## config.mk

```make
export PLATFORM = sky130hd
export DESIGN_NAME = hardware_semaphore_gates_top
export DESIGN_NICKNAME = d
export VERILOG_FILES = /design/src/hdl/hsg_pkg.sv /design/src/hdl/hardware_semaphore_gates_top.sv /design/src/hdl/hsg_in_reg.sv /design/src/hdl/hsg_core.sv
export SDC_FILE = /design/constraint.sdc
export NUM_CORES = 1
export LEC_CHECK = 0
export BUFFER_PORTS_ARGS = -buffer_cell sky130_fd_sc_hd__buf_2
export CORE_ASPECT_RATIO = 1.75
export CORE_UTILIZATION = 57
export CTS_CLUSTER_SIZE = 20
export DETAILED_ROUTE_END_ITERATION = 10
export PLACE_DENSITY = 0.76
export SETUP_SLACK_MARGIN = 0.2
export SLEW_MARGIN = 30
export SYNTH_ARGS = -nofsm -noshare
export SYNTH_HDL_FRONTEND = slang
export SYNTH_SLANG_ARGS = --single-unit
```

## constraint.sdc

```tcl
create_clock -name clk_i -period 4.8 [get_ports clk_i]
set_input_delay 0.96 -clock clk_i [delete_from_list [all_inputs] [get_ports clk_i]]
set_output_delay 0.96 -clock clk_i [all_outputs]
set_load 0.03 [all_outputs]
```

## src/hdl/hsg_pkg.sv

```systemverilog
// Package with the shared types and constants of the hardware semaphore gate unit.
`default_nettype none

package hsg_pkg;

  localparam int unsigned GateCount = 16;
  localparam int unsigned GateIdxW  = (GateCount > 1) ? $clog2(GateCount) : 1;
  localparam int unsigned GateValW  = 4;
  localparam int unsigned MasterW   = 4;
  localparam int unsigned ByteW     = 8;

  localparam logic [ByteW-1:0]   KeyFirst       = 8'he2;
  localparam logic [ByteW-1:0]   KeySecond      = 8'h1d;
  localparam logic [ByteW-1:0]   AllGatesTarget = 8'd64;
  localparam logic [MasterW-1:0] MasterNoLock   = 4'd15;

  typedef enum logic [1:0] {
    MODE_READ_GATE  = 2'd0,
    MODE_WRITE_GATE = 2'd1,
    MODE_READ_RST   = 2'd2,
    MODE_WRITE_RST  = 2'd3
  } mode_e;

  typedef struct packed {
    mode_e               mode;
    logic [MasterW-1:0]  master;
    logic [3:0]          gate_index;
    logic [ByteW-1:0]    write_value;
    logic [ByteW-1:0]    reset_target;
  } item_t;

  typedef struct packed {
    logic [GateValW-1:0] gate_owner;
    logic                accepted;
    logic                reset_phase;
    logic [MasterW-1:0]  reset_master;
    logic [ByteW-1:0]    reset_gate_number;
  } result_t;

  typedef struct packed {
    logic               phase;
    logic [MasterW-1:0] master;
    logic [ByteW-1:0]   target;
  } status_t;

endpackage

`default_nettype wire

```

## src/hdl/hardware_semaphore_gates_top.sv

```systemverilog
// Top level of the hardware semaphore gate unit with stream ports.
//
// The slave stream carries one bus access per transaction: tuser is the access
// mode, and tdata holds the master number, gate index, write value and reset
// target. The master stream returns one result per access: the owner of the
// selected gate after the access, the accepted flag and the state of the
// reset key sequencer.
// An accepted access is held in the input register and evaluated from there;
// its result is then registered in the result register, where it stays valid
// until taken. The unit accepts one access per cycle while the receiver takes
// results; the gate update and the result register are written in the same
// cycle, so each access sees the state left by the one before it.
// Reset frees all gates, clears the key sequencer and empties both registers.
// When the receiver stalls, the result register holds its transaction and one
// further access waits in the input register; after that tready goes low.
`default_nettype none

module hardware_semaphore_gates_top (
  input  wire logic        clk_i,
  input  wire logic        rst_ni,
  input  wire logic        s_axis_tvalid,
  output logic             s_axis_tready,
  // master [3:0], gate_index [7:4], write_value [15:8], reset_target [23:16]
  input  wire logic [23:0] s_axis_tdata,
  // mode [1:0]
  input  wire logic [1:0]  s_axis_tuser,
  output logic             m_axis_tvalid,
  input  wire logic        m_axis_tready,
  // gate_owner [3:0], accepted [4], reset_phase [5], reset_master [9:6],
  // reset_gate_number [17:10], zero [23:18]
  output logic [23:0]      m_axis_tdata
);
  import hsg_pkg::*;

  item_t   s_item;
  item_t   item;
  logic    item_valid;
  logic    item_ready;
  result_t res;
  status_t status;

  assign s_item.mode         = mode_e'(s_axis_tuser);
  assign s_item.master       = s_axis_tdata[3:0];
  assign s_item.gate_index   = s_axis_tdata[7:4];
  assign s_item.write_value  = s_axis_tdata[15:8];
  assign s_item.reset_target = s_axis_tdata[23:16];

  hsg_in_reg u_in_reg (
    .clk_i        (clk_i),
    .rst_ni       (rst_ni),
    .s_valid_i    (s_axis_tvalid),
    .s_ready_o    (s_axis_tready),
    .s_item_i     (s_item),
    .item_valid_o (item_valid),
    .item_ready_i (item_ready),
    .item_o       (item)
  );

  hsg_core u_core (
    .clk_i        (clk_i),
    .rst_ni       (rst_ni),
    .item_valid_i (item_valid),
    .item_ready_o (item_ready),
    .item_i       (item),
    .res_valid_o  (m_axis_tvalid),
    .res_ready_i  (m_axis_tready),
    .res_o        (res),
    .status_o     (status)
  );

  assign m_axis_tdata = {6'b0, res.reset_gate_number, res.reset_master,
                         res.reset_phase, res.accepted, res.gate_owner};

`ifndef NO_ASSERTIONS
  a_stall_only_when_full : assert property (@(posedge clk_i) disable iff (!rst_ni)
    !s_axis_tready |-> (m_axis_tvalid && !m_axis_tready))
    else $error("Input stalled while the result register could advance.");

  a_result_phase_current : assert property (@(posedge clk_i) disable iff (!rst_ni)
    m_axis_tvalid |-> (res.reset_phase == status.phase && res.reset_master == status.master))
    else $error("Pending result does not match the key sequencer state.");

  a_result_target_current : assert property (@(posedge clk_i) disable iff (!rst_ni)
    m_axis_tvalid |-> (res.reset_gate_number == status.target))
    else $error("Pending result does not match the recorded reset target.");

  a_first_key_accepted : assert property (@(posedge clk_i) disable iff (!rst_ni)
    $rose(status.phase) |-> (m_axis_tvalid && res.accepted))
    else $error("Key sequencer advanced without an accepted result.");
`endif

endmodule

`default_nettype wire

```

## src/hdl/hsg_in_reg.sv

```systemverilog
// Input register stage that holds one access transaction for the gate logic.
`default_nettype none

module hsg_in_reg (
  input  wire logic           clk_i,
  input  wire logic           rst_ni,
  input  wire logic           s_valid_i,
  output logic                s_ready_o,
  input  wire hsg_pkg::item_t s_item_i,
  output logic                item_valid_o,
  input  wire logic           item_ready_i,
  output hsg_pkg::item_t      item_o
);
  import hsg_pkg::*;

  logic  valid_q, valid_d;
  item_t item_q;

  assign s_ready_o    = !valid_q || item_ready_i;
  assign item_valid_o = valid_q;
  assign item_o       = item_q;

  always_comb begin
    valid_d = valid_q;
    if (s_valid_i && s_ready_o) begin
      valid_d = 1'b1;
    end else if (item_ready_i) begin
      valid_d = 1'b0;
    end
  end

  always_ff @(posedge clk_i or negedge rst_ni) begin
    if (!rst_ni) begin
      valid_q <= 1'b0;
    end else begin
      valid_q <= valid_d;
    end
  end

  always_ff @(posedge clk_i) begin
    if (s_valid_i && s_ready_o) begin
      item_q <= s_item_i;
    end
  end

endmodule

`default_nettype wire

```

## src/hdl/hsg_core.sv

```systemverilog
// Gate array, reset key sequencer and result register of the semaphore unit.
`default_nettype none

module hsg_core (
  input  wire logic           clk_i,
  input  wire logic           rst_ni,
  input  wire logic           item_valid_i,
  output logic                item_ready_o,
  input  wire hsg_pkg::item_t item_i,
  output logic                res_valid_o,
  input  wire logic           res_ready_i,
  output hsg_pkg::result_t    res_o,
  output hsg_pkg::status_t    status_o
);
  import hsg_pkg::*;

  logic [GateValW-1:0] gate_q [GateCount];
  logic [GateValW-1:0] gate_d [GateCount];
  logic                phase_q, phase_d;
  logic [MasterW-1:0]  rmaster_q, rmaster_d;
  logic [ByteW-1:0]    rtarget_q, rtarget_d;
  logic                res_valid_q;
  result_t             res_q, res_d;

  logic                fire;
  logic                idx_ok;
  logic [GateIdxW-1:0] idx_sel;
  logic [GateIdxW-1:0] tgt_sel;
  logic [GateValW-1:0] cur;
  logic [GateValW-1:0] val4;
  logic [GateValW:0]   mst_plus;
  logic                acc;

  assign item_ready_o = !res_valid_q || res_ready_i;
  assign fire         = item_valid_i && item_ready_o;
  assign res_valid_o  = res_valid_q;
  assign res_o        = res_q;
  assign status_o     = '{phase: phase_q, master: rmaster_q, target: rtarget_q};

  assign idx_ok   = 32'(item_i.gate_index) < GateCount;
  assign idx_sel  = GateIdxW'(item_i.gate_index);
  assign tgt_sel  = GateIdxW'(item_i.reset_target);
  assign cur      = idx_ok ? gate_q[idx_sel] : '0;
  assign val4     = item_i.write_value[GateValW-1:0];
  assign mst_plus = {1'b0, item_i.master} + (GateValW+1)'(1);

  always_comb begin
    gate_d    = gate_q;
    phase_d   = phase_q;
    rmaster_d = rmaster_q;
    rtarget_d = rtarget_q;
    acc       = 1'b0;
    case (item_i.mode)
      MODE_WRITE_GATE: begin
        if (idx_ok) begin
          if (cur == '0 && item_i.master != MasterNoLock && {1'b0, val4} == mst_plus) begin
            gate_d[idx_sel] = val4;
            acc             = 1'b1;
          end else if (cur != '0 && {1'b0, cur} == mst_plus && val4 == '0) begin
            gate_d[idx_sel] = '0;
            acc             = 1'b1;
          end
        end
      end
      MODE_WRITE_RST: begin
        rtarget_d = item_i.reset_target;
        if (!phase_q) begin
          if (item_i.write_value == KeyFirst) begin
            phase_d   = 1'b1;
            rmaster_d = item_i.master;
            acc       = 1'b1;
          end
        end else begin
          phase_d = 1'b0;
          if (item_i.write_value == KeySecond && item_i.master == rmaster_q) begin
            acc = 1'b1;
            if (item_i.reset_target >= AllGatesTarget) begin
              for (int g = 0; g < GateCount; g++) begin
                gate_d[g] = '0;
              end
            end else if (32'(item_i.reset_target) < GateCount) begin
              gate_d[tgt_sel] = '0;
            end
          end
        end
      end
      default: begin
      end
    endcase
    res_d.gate_owner        = idx_ok ? gate_d[idx_sel] : '0;
    res_d.accepted          = acc;
    res_d.reset_phase       = phase_d;
    res_d.reset_master      = rmaster_d;
    res_d.reset_gate_number = rtarget_d;
  end

  always_ff @(posedge clk_i or negedge rst_ni) begin
    if (!rst_ni) begin
      for (int g = 0; g < GateCount; g++) begin
        gate_q[g] <= '0;
      end
      phase_q     <= 1'b0;
      rmaster_q   <= '0;
      rtarget_q   <= '0;
      res_valid_q <= 1'b0;
    end else begin
      if (fire) begin
        gate_q    <= gate_d;
        phase_q   <= phase_d;
        rmaster_q <= rmaster_d;
        rtarget_q <= rtarget_d;
      end
      if (fire) begin
        res_valid_q <= 1'b1;
      end else if (res_ready_i) begin
        res_valid_q <= 1'b0;
      end
    end
  end

  always_ff @(posedge clk_i) begin
    if (fire) begin
      res_q <= res_d;
    end
  end

endmodule

`default_nettype wire

```

==> insert_results.sql, run 1 <==
INSERT INTO impl_metrics (metric_group, metric, value, unit) VALUES
('die', 'die-height', '147', 'um'),
('finish', 'ratio_of_cells_with_drive_above_1_in_the_final_layout', '21.5', '%'),
('die', 'floorplan.core_area', '0.0116', 'mm2'),
('cts', 'post_cts_hold_buffer_count', '0', ''),
('finish', 'n_antenna_cell', '0', ''),
('power', 'irDropWorstVdd', '0.353', 'mV'),
('flow_run', 'cap_viol_max_count', '0', ''),
('min_path', 'whs_path_depth', '1', ''),
('finish', 'seqCellArea', '0.00330', 'mm2'),
('worst_setup_path', 'critPathArrivalTime', '4530', 'ps'),
('cts', 'htreeDepth', '4', ''),
('sta', 'grt_setup_unrepaired', 'no', ''),
('grt', 'busiest_layer', 'met2', ''),
('sta', 'fin_worst_hold_slack', '495', 'ps'),
('route', 'drt_first_iter_violations', '509', ''),
('die', 'area_of_the_die', '0.0125', 'mm2'),
('route', 'wl_per_cell', '26.8', 'um'),
('yosys', 'postSynth.asyncResetShare', '64.2', '%'),
('place', 'pre_cts_slack', '554', 'ps'),
('yosys', 'synthDistinctLibCells', '66', ''),
('route', 'avgViaCountPerCell', '6.95', ''),
('grt', 'grt.overflow.total', '0', ''),
('cts', 'cts_buffer_depth', '2', ''),
('worst_setup_path', 'worst-r2r-setup-slack', '510', 'ps'),
('grt', 'grt_first_pass_wirelength', '34.3', 'mm'),
('yosys', 'synthCells', '652', ''),
('sta', 'final_clock_skew', '13.0', 'ps'),
('grt', 'grtUsageMet3', '7.87', '%'),
('finish', 'mostFrequentLayoutCells', 'dfrtp_1, nand2_1, buf_2', ''),
('yosys', 'synth-edff-count', '44', ''),
('worst_setup_path', 'critPathKind', 'reg2reg', ''),
('route', 'route.final.wire_length', '22.4', 'mm'),
('run_status', 'run_status', 'completed', ''),
('yosys', 'syn_avg_cell_area', '10.6', 'um2'),
('sta', 'maxSlewHeadroom', '33.3', '%'),
('place', 'gp_congestion', '1.01', ''),
('route', 'via_count', '5813', ''),
('die', 'floorplan.initialDensity', '59.2', '%'),
('route', 'detail_route.drc_violations', '0', ''),
('worst_setup_path', 'worst_setup_path_start_kind', 'register', ''),
('finish', 'final_net_count', '720', ''),
('grt', 'gr-usage-met2', '63.3', '%'),
('worst_setup_path', 'worst_setup_path_end_kind', 'register', ''),
('cts', 'root_buffer', 'clkbuf_16', ''),
('cts', 'cts.sink_count', '123', ''),
('grt', 'gr-usage-met1', '41.5', '%'),
('place', 'dp_hpwl', '16.4', 'mm'),
('finish', 'num-fill-cells', '936', ''),
('worst_setup_path', 'reg2reg_to', 'u_core.res_o[15]', ''),
('yosys', 'synth_ff_type', 'dfrtp_1', ''),
('power', 'power.density', '375', 'mW/mm2'),
('cts', 'numCtsBuffers', '17', ''),
('min_path', 'min-delay-start', 'u_in_reg.item_valid_o', ''),
('grt', 'global_route.usage.total', '37.7', '%'),
('power', 'p_leak', '0.00315', 'uW'),
('die', 'design.portCount', '56', ''),
('die', 'die_span_in_x', '85.1', 'um'),
('sta', 'timing_worst_slew_pin_value', '1000', 'ps'),
('finish', 'final_util', '66.8', '%'),
('worst_setup_path', 'worstRegToRegCells', '10', ''),
('sta', 'finalSetupViolations', '0', ''),
('yosys', 'yosys_warning_count', '0', ''),
('sta', 'setup_slack', '514', 'ps'),
('cts', 'clkTransAtPathRegs', '60', 'ps'),
('place', 'port-buffer-count', '49', ''),
('finish', 'areaGrowthSynthToFinish', '12.9', '%'),
('yosys', 'postSynthRegisterBits', '123', ''),
('route', 'final_antenna_net_count', '0', ''),
('cts', 'clock_tree_from_tritoncts', 'yes', ''),
('worst_setup_path', 'crit_required', '5050', 'ps'),
('yosys', 'synth.cell_area', '0.00689', 'mm2');
-- logic make-up (layout without fill, tap and decap cells) --
kind of cell / Yosys count / in the layout / share of synthesized area, %
AO/OA/AOI/OAI: 196 / 196 / 20.4
XOR/XNOR: 11 / 11 / 1.40
adder cells (fa/ha/maj): 1 / 1 / 0.182
buffers and inverters: 57 / 102 / 3.87
flip-flops: 123 / 123 / 47.9
multiplexers: 54 / 54 / 10.8
other: 1 / 6 / 0.0544
AND/OR/NAND/NOR: 209 / 209 / 15.5
-- state kept, by name (all words and copies together), names as in the netlist --
name                   flops
u_core.res_valid_o         1
u_core.rtarget_q           8
u_core.gate_q             64
u_in_reg.item_o           26
u_in_reg.item_valid_o      1
u_core.rmaster_q           4
u_core.phase_q             1
u_core.res_o              18
-- power by group --
group          switching (uW)  internal [uW]
clock network             527            782
logic                     222            143
registers                57.0           1180
total                     807           2110
-- layer usage --
layer | part of all wire [%] | vias to the layer above
met1 | 35 | 2791
li1 | - | 2550
met3 | 6.2 | 118
met5 | 0 | -
met4 | 8.2 | 0
met2 | 51 | 354
-- synth_stat cells (3+ instances only) --
master     number  area [um2]
nand3_1        11        55.1
o21ai_0        38         190
mux4_2         13         293
or3_1           3        18.8
clkbuf_1       24        90.1
buf_1           7        26.3
nor4_1          5        31.3
and3_1          9        56.3
a22oi_1         4        30.0
mux2_2         30         338
a311oi_1        3        26.3
xnor2_1         8        70.1
xor2_1          3        26.3
dfrtp_1        79        1980
o22ai_1         4        25.0
nor4b_2         3        45.0
nand2_1        70         263
a311o_1        13         130
edfxtp_1       44        1320
nor2b_1        11        68.8
a21oi_1        23         115
and2_1          9        56.3
a22o_1         37         324
buf_4           6        45.0
o211ai_1        3        22.5
nand2b_1        9        56.3
buf_2           6        30.0
nor2_1         41         154
o2111ai_1       3        26.3
o21ai_1        20         100
buf_6           3        33.8
o2bb2ai_1      12         105
nor4_2          3        37.5
mux2i_1        11         110
a211oi_1       10        75.1
inv_1          10        37.5
nor3_1         19        95.1
a221o_1         3        30.0
a31oi_1         7        43.8
-- metrics by stage --
| stage | area [um2] | power [uW] | instances |
|---|---|---|---|
| final | 7780 | 2920 | 837 |
| after global routing | 7780 | 3000 | 837 |
| after CTS | 7780 | 2930 | 837 |
| after detailed placement | 7180 | 1620 | 805 |
| after global placement | 7180 | 1610 | 805 |
| after floorplan | 6910 | 1510 | 657 |
-- critical path, stage by stage, from the launching register on --
cell and delay (ps):
edfxtp_1 940, mux4_2 590, mux2_2 310, nor4b_1 160, o41ai_2 370, nor4_1 110, a21oi_2 620, nand2_1 240
o21ai_0 270, nand4_1 190, nor4_1 290
-- worst max path at each step --
stage / from / to / slack [ps] / depth (start not counted)
floorplan: u_in_reg.item_o[17] / u_core.res_o[14] / 1580 / 12
global placement: u_in_reg.item_o[17] / u_core.res_o[15] / 580 / 10
detailed placement: u_in_reg.item_o[17] / u_core.res_o[16] / 550 / 10
CTS: u_in_reg.item_o[17] / u_core.res_o[16] / 540 / 10
global route: u_in_reg.item_o[17] / u_core.res_o[16] / 280 / 10
finish: u_in_reg.item_o[17] / u_core.res_o[15] / 510 / 10
-- layout make-up --
cell class	instances	share of cell area (%)
multi-input combinational	477	43.0
sequential	123	42.4
clock buffer	17	5.47
timing repair buffer	59	4.20
clock inverter	15	2.24
tap	135	2.17
inverter	11	0.531
Note: power is estimated with default switching activity, not from simulation.
==> inputs of run 2 (changes only) <==
--- a/config.mk
+++ b/config.mk
@@ -5,7 +5,7 @@
 export SDC_FILE = /design/constraint.sdc
 export NUM_CORES = 1
 export LEC_CHECK = 0
-export BUFFER_PORTS_ARGS = -buffer_cell sky130_fd_sc_hd__buf_2
+export BUFFER_PORTS_ARGS = -buffer_cell sky130_fd_sc_hd__clkbuf_2
 export CORE_ASPECT_RATIO = 1.75
 export CORE_UTILIZATION = 57
 export CTS_CLUSTER_SIZE = 20
==> run 2 against run 1 <==
Net effect: clock skew shrank 1.9 ps; maximum frequency grew 1.3%; critical path depth grew 1; register-to-register slack gained 50 ps; worst hold slack gained 9.3 ps; final cell count is the same; combinational power is essentially flat; die area is the same; power shrank 4.0%; core utilization shrank 0.41 points; sequential cell count is the same; via count grew 1.3%; largest cell class unchanged.
==> insert_results.sql, run 2 (synthesis results as in run 1) <==
INSERT INTO impl_metrics (metric_group, metric, value, unit) VALUES
('flow_run', 'cap_viol_max_count', '0', ''),
('cts', 'postCtsSetupBuffers', '0', ''),
('worst_setup_path', 'worst_setup_path_end_kind', 'register', ''),
('cts', 'cts.sink_count', '123', ''),
('grt', 'grt_first_pass_wirelength', '34.8', 'mm'),
('finish', 'num-fill-cells', '939', ''),
('sta', 'min_period', '4230', 'ps'),
('route', 'final_antenna_net_count', '0', ''),
('die', 'floorplan.initialDensity', '59.2', '%'),
('finish', 'ratio_of_cells_with_drive_above_1_in_the_final_layout', '21.7', '%'),
('worst_setup_path', 'critPathKind', 'reg2reg', ''),
('cts', 'worstSkewPairLatency', '420', 'ps'),
('sta', 'maxSlewHeadroom', '39.7', '%'),
('grt', 'initial_antenna_violation_count', '0', ''),
('die', 'rows', '52', ''),
('worst_setup_path', 'worst_setup_path_start_kind', 'register', ''),
('place', 'dp_hpwl', '16.6', 'mm'),
('sta', 'grt_setup_unrepaired', 'no', ''),
('worst_setup_path', 'worst-path-max-fanout', '18', ''),
('die', 'die_span_in_x', '85.1', 'um'),
('cts', 'htreeDepth', '4', ''),
('cts', 'cts_repair_resize_count', '0', ''),
('sta', 'timing_worst_slew_pin_value', '899', 'ps'),
('finish', 'final_net_count', '721', ''),
('place', 'port-buffer-count', '49', ''),
('route', 'wl_per_cell', '27.3', 'um'),
('route', 'route.final.wire_length', '22.9', 'mm'),
('sta', 'final_max_slew_viol_count', '0', ''),
('sta', 'finalSetupViolations', '0', ''),
('route', 'drt_first_iter_violations', '702', ''),
('grt', 'global_route.usage.total', '38.4', '%'),
('sta', 'achievable-frequency', '0.236', 'GHz'),
('worst_setup_path', 'critPathArrivalTime', '4470', 'ps'),
('die', 'design.portCount', '56', ''),
('finish', 'n_antenna_cell', '0', ''),
('route', 'detail_route.drc_violations', '0', ''),
('die', 'floorplan.core_area', '0.0116', 'mm2'),
('cts', 'numCtsBuffers', '17', ''),
('die', 'area_of_the_die', '0.0125', 'mm2'),
('grt', 'grt.overflow.total', '0', ''),
('min_path', 'hold_path.class', 'reg2reg', ''),
('die', 'die-height', '147', 'um'),
('place', 'gp_congestion', '1.01', ''),
('sta', 'setup_tns', '0', 'ps'),
('finish', 'final_util', '66.4', '%'),
('sta', 'final_clock_skew', '11.1', 'ps'),
('cts', 'clkTransAtPathRegs', '60', 'ps'),
('grt', 'grt_max_degree', '80', ''),
('worst_setup_path', 'crit_required', '5040', 'ps'),
('route', 'avgViaCountPerCell', '7.04', ''),
('power', 'p_leak', '0.00314', 'uW'),
('cts', 'cts_buffer_depth', '2', ''),
('grt', 'vias_in_the_first_global_route', '5904', ''),
('finish', 'areaGrowthSynthToFinish', '12.2', '%'),
('finish', 'largest_register', 'u_core.gate_q', ''),
('cts', 'post_cts_hold_buffer_count', '0', ''),
('run_status', 'run_status', 'completed', ''),
('route', 'via_count', '5889', ''),
('cts', 'clock_tree_from_tritoncts', 'yes', ''),
('finish', 'leading_cell_type_in_the_layout_fill_and_taps_excluded', 'dfrtp_1', ''),
('sta', 'fin_crit_sh', '88.2', '%'),
('finish', 'number_of_flip_flops_in_the_largest_register', '64', ''),
('route', 'drtPass1Iterations', '6', ''),
('sta', 'timing_hold_violations_final', '0', ''),
('cts', 'root_buffer', 'clkbuf_16', ''),
('power', 'power.density', '362', 'mW/mm2'),
('finish', 'mostFrequentLayoutCells', 'dfrtp_1, nand2_1, clkbuf_2', ''),
('sta', 'fin_worst_hold_slack', '504', 'ps'),
('power', 'irDropWorstVdd', '0.307', 'mV');
-- run 2: cell types whose count changed in the layout (fill, tap and decap cells not counted), sizes merged --
cell / delta
clkbuf: +49
inv: -5
clkinv: +3
buf: -47
clkinvlp: +2
bufinv: -2
-- run 2: where the power goes --
group | internal [uW] | switching [uW]
combinational | 142 | 222
clock | 689 | 502
sequential | 1190 | 59.3
total | 2020 | 783
-- run 2: critical path, stage by stage (launching register included) --
cell and delay [ps]:
edfxtp_1 920, buf_4 270, mux4_2 500, mux2i_1 260, mux2_2 240, o2111a_1 240, and3_1 310, and2_1 530
o21ai_0 210, a31oi_1 240, a211oi_1 100, nor4_2 240
-- run 2: worst paths after layout --
check	start	endpoint	slack [ps]	depth (start not counted)
min in group asynchronous	rst_ni	u_core.gate_q[6]	560	1
min	u_core.rtarget_q[2]	u_core.rtarget_q[2]	500	1
max	u_in_reg.item_o[17]	u_core.res_o[14]	570	11
max in group asynchronous	rst_ni	u_core.gate_q[43]	3690	1
min reg2reg	u_core.rtarget_q[2]	u_core.rtarget_q[2]	500	1
max reg2reg	u_in_reg.item_o[17]	u_core.res_o[14]	570	11
-- run 2: per-layer routing --
| metal | vias up | routed length (um) | GRT usage, % |
|---|---|---|---|
| li1 | 2555 | - | - |
| met1 | 2856 | 7820 | 42.6 |
| met2 | 348 | 11400 | 64.3 |
| met3 | 130 | 1680 | 8.49 |
| met4 | 0 | 2010 | 27.6 |
| met5 | - | 0 | 0 |
-- run 2: final cells by class --
class | instances | area [um2] | share of cell area, %
Tap cell | 135 | 169 | 2.18
Multi-Input combinational cell | 477 | 3350 | 43.3
Clock inverter | 13 | 93.8 | 1.21
Clock buffer | 18 | 450 | 5.83
Inverter | 11 | 41.3 | 0.534
Timing Repair Buffer | 60 | 334 | 4.32
Sequential cell | 123 | 3300 | 42.7
-- run 2: through the flow --
stage	power [uW]	instances	setup slack, ps	cell area, um2
global route	2880	837	323	7730
detailed placement	1620	806	664	7180
floorplan	1510	657	1580	6910
finish	2800	837	567	7730
global placement	1610	806	748	7180
CTS	2800	837	646	7730
==> inputs of run 3 (changes only) <==
--- a/config.mk
+++ b/config.mk
@@ -6,6 +6,7 @@
 export NUM_CORES = 1
 export LEC_CHECK = 0
 export BUFFER_PORTS_ARGS = -buffer_cell sky130_fd_sc_hd__clkbuf_2
+export CAP_MARGIN = 5
 export CORE_ASPECT_RATIO = 1.75
 export CORE_UTILIZATION = 57
 export CTS_CLUSTER_SIZE = 20
==> constraint.sdc (replaced) <==
create_clock -name clk_i -period 4.2 [get_ports clk_i]
set_input_delay 0.84 -clock clk_i [delete_from_list [all_inputs] [get_ports clk_i]]
set_output_delay 0.84 -clock clk_i [all_outputs]
set_load 0.03 [all_outputs]
==> run 3 against run 2 <==
Net effect: power grew 16%; non-clock buffer count grew 10; maximum frequency grew 11%; critical endpoint is now u_core.res_o[17]; combinational power grew 18%; first-iteration DRC count grew 6.7%; sequential cell count is the same; via count grew 1.8%; highest routed layer unchanged; worst hold slack lost 50 ps; largest cell class unchanged.
==> insert_results.sql, run 3 (synthesis results as in run 1) <==
INSERT INTO impl_metrics (metric_group, metric, value, unit) VALUES
('place', 'gp_congestion', '1.04', ''),
('place', 'dp_hpwl', '17.2', 'mm'),
('finish', 'num-fill-cells', '903', ''),
('cts', 'clock_tree_from_tritoncts', 'yes', ''),
('min_path', 'hold_path.class', 'in2async', ''),
('finish', 'final_util', '67.2', '%'),
('route', 'drtPass1Iterations', '5', ''),
('finish', 'areaGrowthSynthToFinish', '13.6', '%'),
('die', 'rows', '52', ''),
('route', 'avgViaCountPerCell', '7.07', ''),
('sta', 'maxSlewHeadroom', '35.8', '%'),
('flow_run', 'cap_viol_max_count', '0', ''),
('worst_setup_path', 'critPathArrivalTime', '3970', 'ps'),
('grt', 'grt_first_pass_wirelength', '35.3', 'mm'),
('route', 'detail_route.drc_violations', '0', ''),
('route', 'via_count', '5995', ''),
('route', 'drt_first_iter_violations', '749', ''),
('power', 'irDropWorstVdd', '0.323', 'mV'),
('place', 'postPlaceCellArea', '0.00725', 'mm2'),
('grt', 'vias_in_the_first_global_route', '6026', ''),
('cts', 'worstSkewPairLatency', '430', 'ps'),
('finish', 'number_of_flip_flops_in_the_largest_register', '64', ''),
('cts', 'htreeDepth', '4', ''),
('power', 'seq_power_share', '43.8', '%'),
('finish', 'finish.instance_area', '0.00783', 'mm2'),
('cts', 'cts_buffer_depth', '2', ''),
('worst_setup_path', 'critPathKind', 'reg2reg', ''),
('grt', 'initial_antenna_violation_count', '0', ''),
('cts', 'clkTransAtPathRegs', '60', 'ps'),
('sta', 'setup_tns', '0', 'ps'),
('cts', 'post_cts_hold_buffer_count', '0', ''),
('power', 'p_int', '2300', 'uW'),
('finish', 'ratio_of_cells_with_drive_above_1_in_the_final_layout', '22.9', '%'),
('cts', 'postCtsSetupBuffers', '0', ''),
('sta', 'final_clock_skew', '16.3', 'ps'),
('cts', 'numCtsBuffers', '17', ''),
('die', 'design.portCount', '56', ''),
('die', 'floorplan.core_area', '0.0116', 'mm2'),
('worst_setup_path', 'worst_setup_path_end_kind', 'register', ''),
('route', 'wl_per_cell', '27.3', 'um'),
('cts', 'cts_repair_resize_count', '0', ''),
('sta', 'final_max_slew_viol_count', '0', ''),
('die', 'die_span_in_x', '85.1', 'um'),
('place', 'port-buffer-count', '49', ''),
('finish', 'final_net_count', '731', ''),
('finish', 'largest_register', 'u_core.gate_q', ''),
('run_status', 'run_status', 'completed', ''),
('die', 'area_of_the_die', '0.0125', 'mm2'),
('power', 'clkPwrFrac', '42.9', '%'),
('power', 'power_switching', '943', 'uW'),
('power', 'power_share_of_the_combinational_group', '13.3', '%'),
('sta', 'timing_worst_slew_pin_value', '953', 'ps'),
('finish', 'mostFrequentLayoutCells', 'dfrtp_1, nand2_1, clkbuf_2', ''),
('power', 'p_leak', '0.00319', 'uW'),
('grt', 'grt.overflow.total', '0', ''),
('sta', 'finalSetupViolations', '0', ''),
('finish', 'n_antenna_cell', '0', ''),
('sta', 'timing_hold_violations_final', '0', ''),
('route', 'route.final.wire_length', '23.2', 'mm'),
('cts', 'root_buffer', 'clkbuf_16', ''),
('grt', 'global_route.usage.total', '39.0', '%'),
('worst_setup_path', 'worst_setup_path_start_kind', 'register', ''),
('power', 'power.density', '414', 'mW/mm2'),
('finish', 'leading_cell_type_in_the_layout_fill_and_taps_excluded', 'dfrtp_1', ''),
('die', 'die-height', '147', 'um'),
('cts', 'cts.sink_count', '123', ''),
('sta', 'min_period', '3820', 'ps'),
('grt', 'grt_max_degree', '60', ''),
('route', 'final_antenna_net_count', '0', ''),
('sta', 'grt_setup_unrepaired', 'no', ''),
('sta', 'fin_crit_sh', '90.9', '%'),
('worst_setup_path', 'crit_required', '4360', 'ps'),
('power', 'netSwitchingFraction', '29.1', '%'),
('worst_setup_path', 'worst-path-max-fanout', '16', ''),
('sta', 'achievable-frequency', '0.262', 'GHz'),
('die', 'floorplan.initialDensity', '59.2', '%');
-- run 3: cell types whose count changed in the layout (fill, tap and decap cells not counted), sizes merged --
cell and delta:
buf +10, inv +5, clkbuf -1, clkinv -3
-- run 3: path summary, 6_finish.rpt --
| kind | cells past startpoint | slack (ps) | endpoint | from |
|---|---|---|---|---|
| setup reg to reg | 10 | 380 | u_core.res_o[17] | u_in_reg.item_o[19] |
| setup / recovery | 10 | 380 | u_core.res_o[17] | u_in_reg.item_o[19] |
| min in group clk_i | 1 | 500 | u_core.res_valid_o | u_in_reg.item_valid_o |
| max in group asynchronous | 2 | 2970 | u_core.gate_q[51] | rst_ni |
| hold reg to reg | 1 | 500 | u_core.res_valid_o | u_in_reg.item_valid_o |
| hold / removal | 1 | 450 | u_core.gate_q[46] | rst_ni |
-- run 3: per-stage QoR --
step | worst slack [ps] | hold WS [ps] | cells | power (uW)
3_3_place_gp | 415 | 462 | 815 | 1850
6_report | 384 | 455 | 848 | 3240
5_1_grt | 299 | 516 | 848 | 3330
2_1_floorplan | 981 | 449 | 657 | 1730
3_5_place_dp | 305 | 491 | 815 | 1860
4_1_cts | 281 | 503 | 847 | 3250
-- run 3: power by group through the flow --
| stage | clock network, uW | logic [uW] | registers (uW) |
|---|---|---|---|
| detailed placement | 0 | 420 | 1440 |
| floorplan | 0 | 260 | 1470 |
| global route | 1440 | 462 | 1430 |
| finish | 1390 | 431 | 1420 |
| global placement | 0 | 410 | 1440 |
| CTS | 1400 | 421 | 1420 |
-- run 3: per-layer routing --
layer / global-route usage (%) / up-vias / wire length [um]
met5: 0 / - / 0
met4: 28.1 / 0 / 1830
met3: 7.54 / 138 / 1650
met2: 66.9 / 380 / 11800
met1: 42.7 / 2905 / 7860
li1: - / 2572 / -
-- run 3: layout make-up --
class / instances / area (um2) / share of cell area [%]
Clock inverter: 15 / 128 / 1.63
Timing Repair Buffer: 70 / 418 / 5.34
Inverter: 11 / 41.3 / 0.528
Multi-Input combinational cell: 477 / 3350 / 42.8
Tap cell: 135 / 169 / 2.16
Sequential cell: 123 / 3300 / 42.1
Clock buffer: 17 / 425 / 5.44
-- run 3: worst max-delay path, stage by stage (launching register included) --
cell	delay (ps)
edfxtp_1	800
mux4_2	420
mux4_2	510
xnor2_1	210
o41ai_2	110
nor3_1	150
a22o_2	310
nand2_1	200
a311o_1	370
a211oi_1	350
nor4_2	100
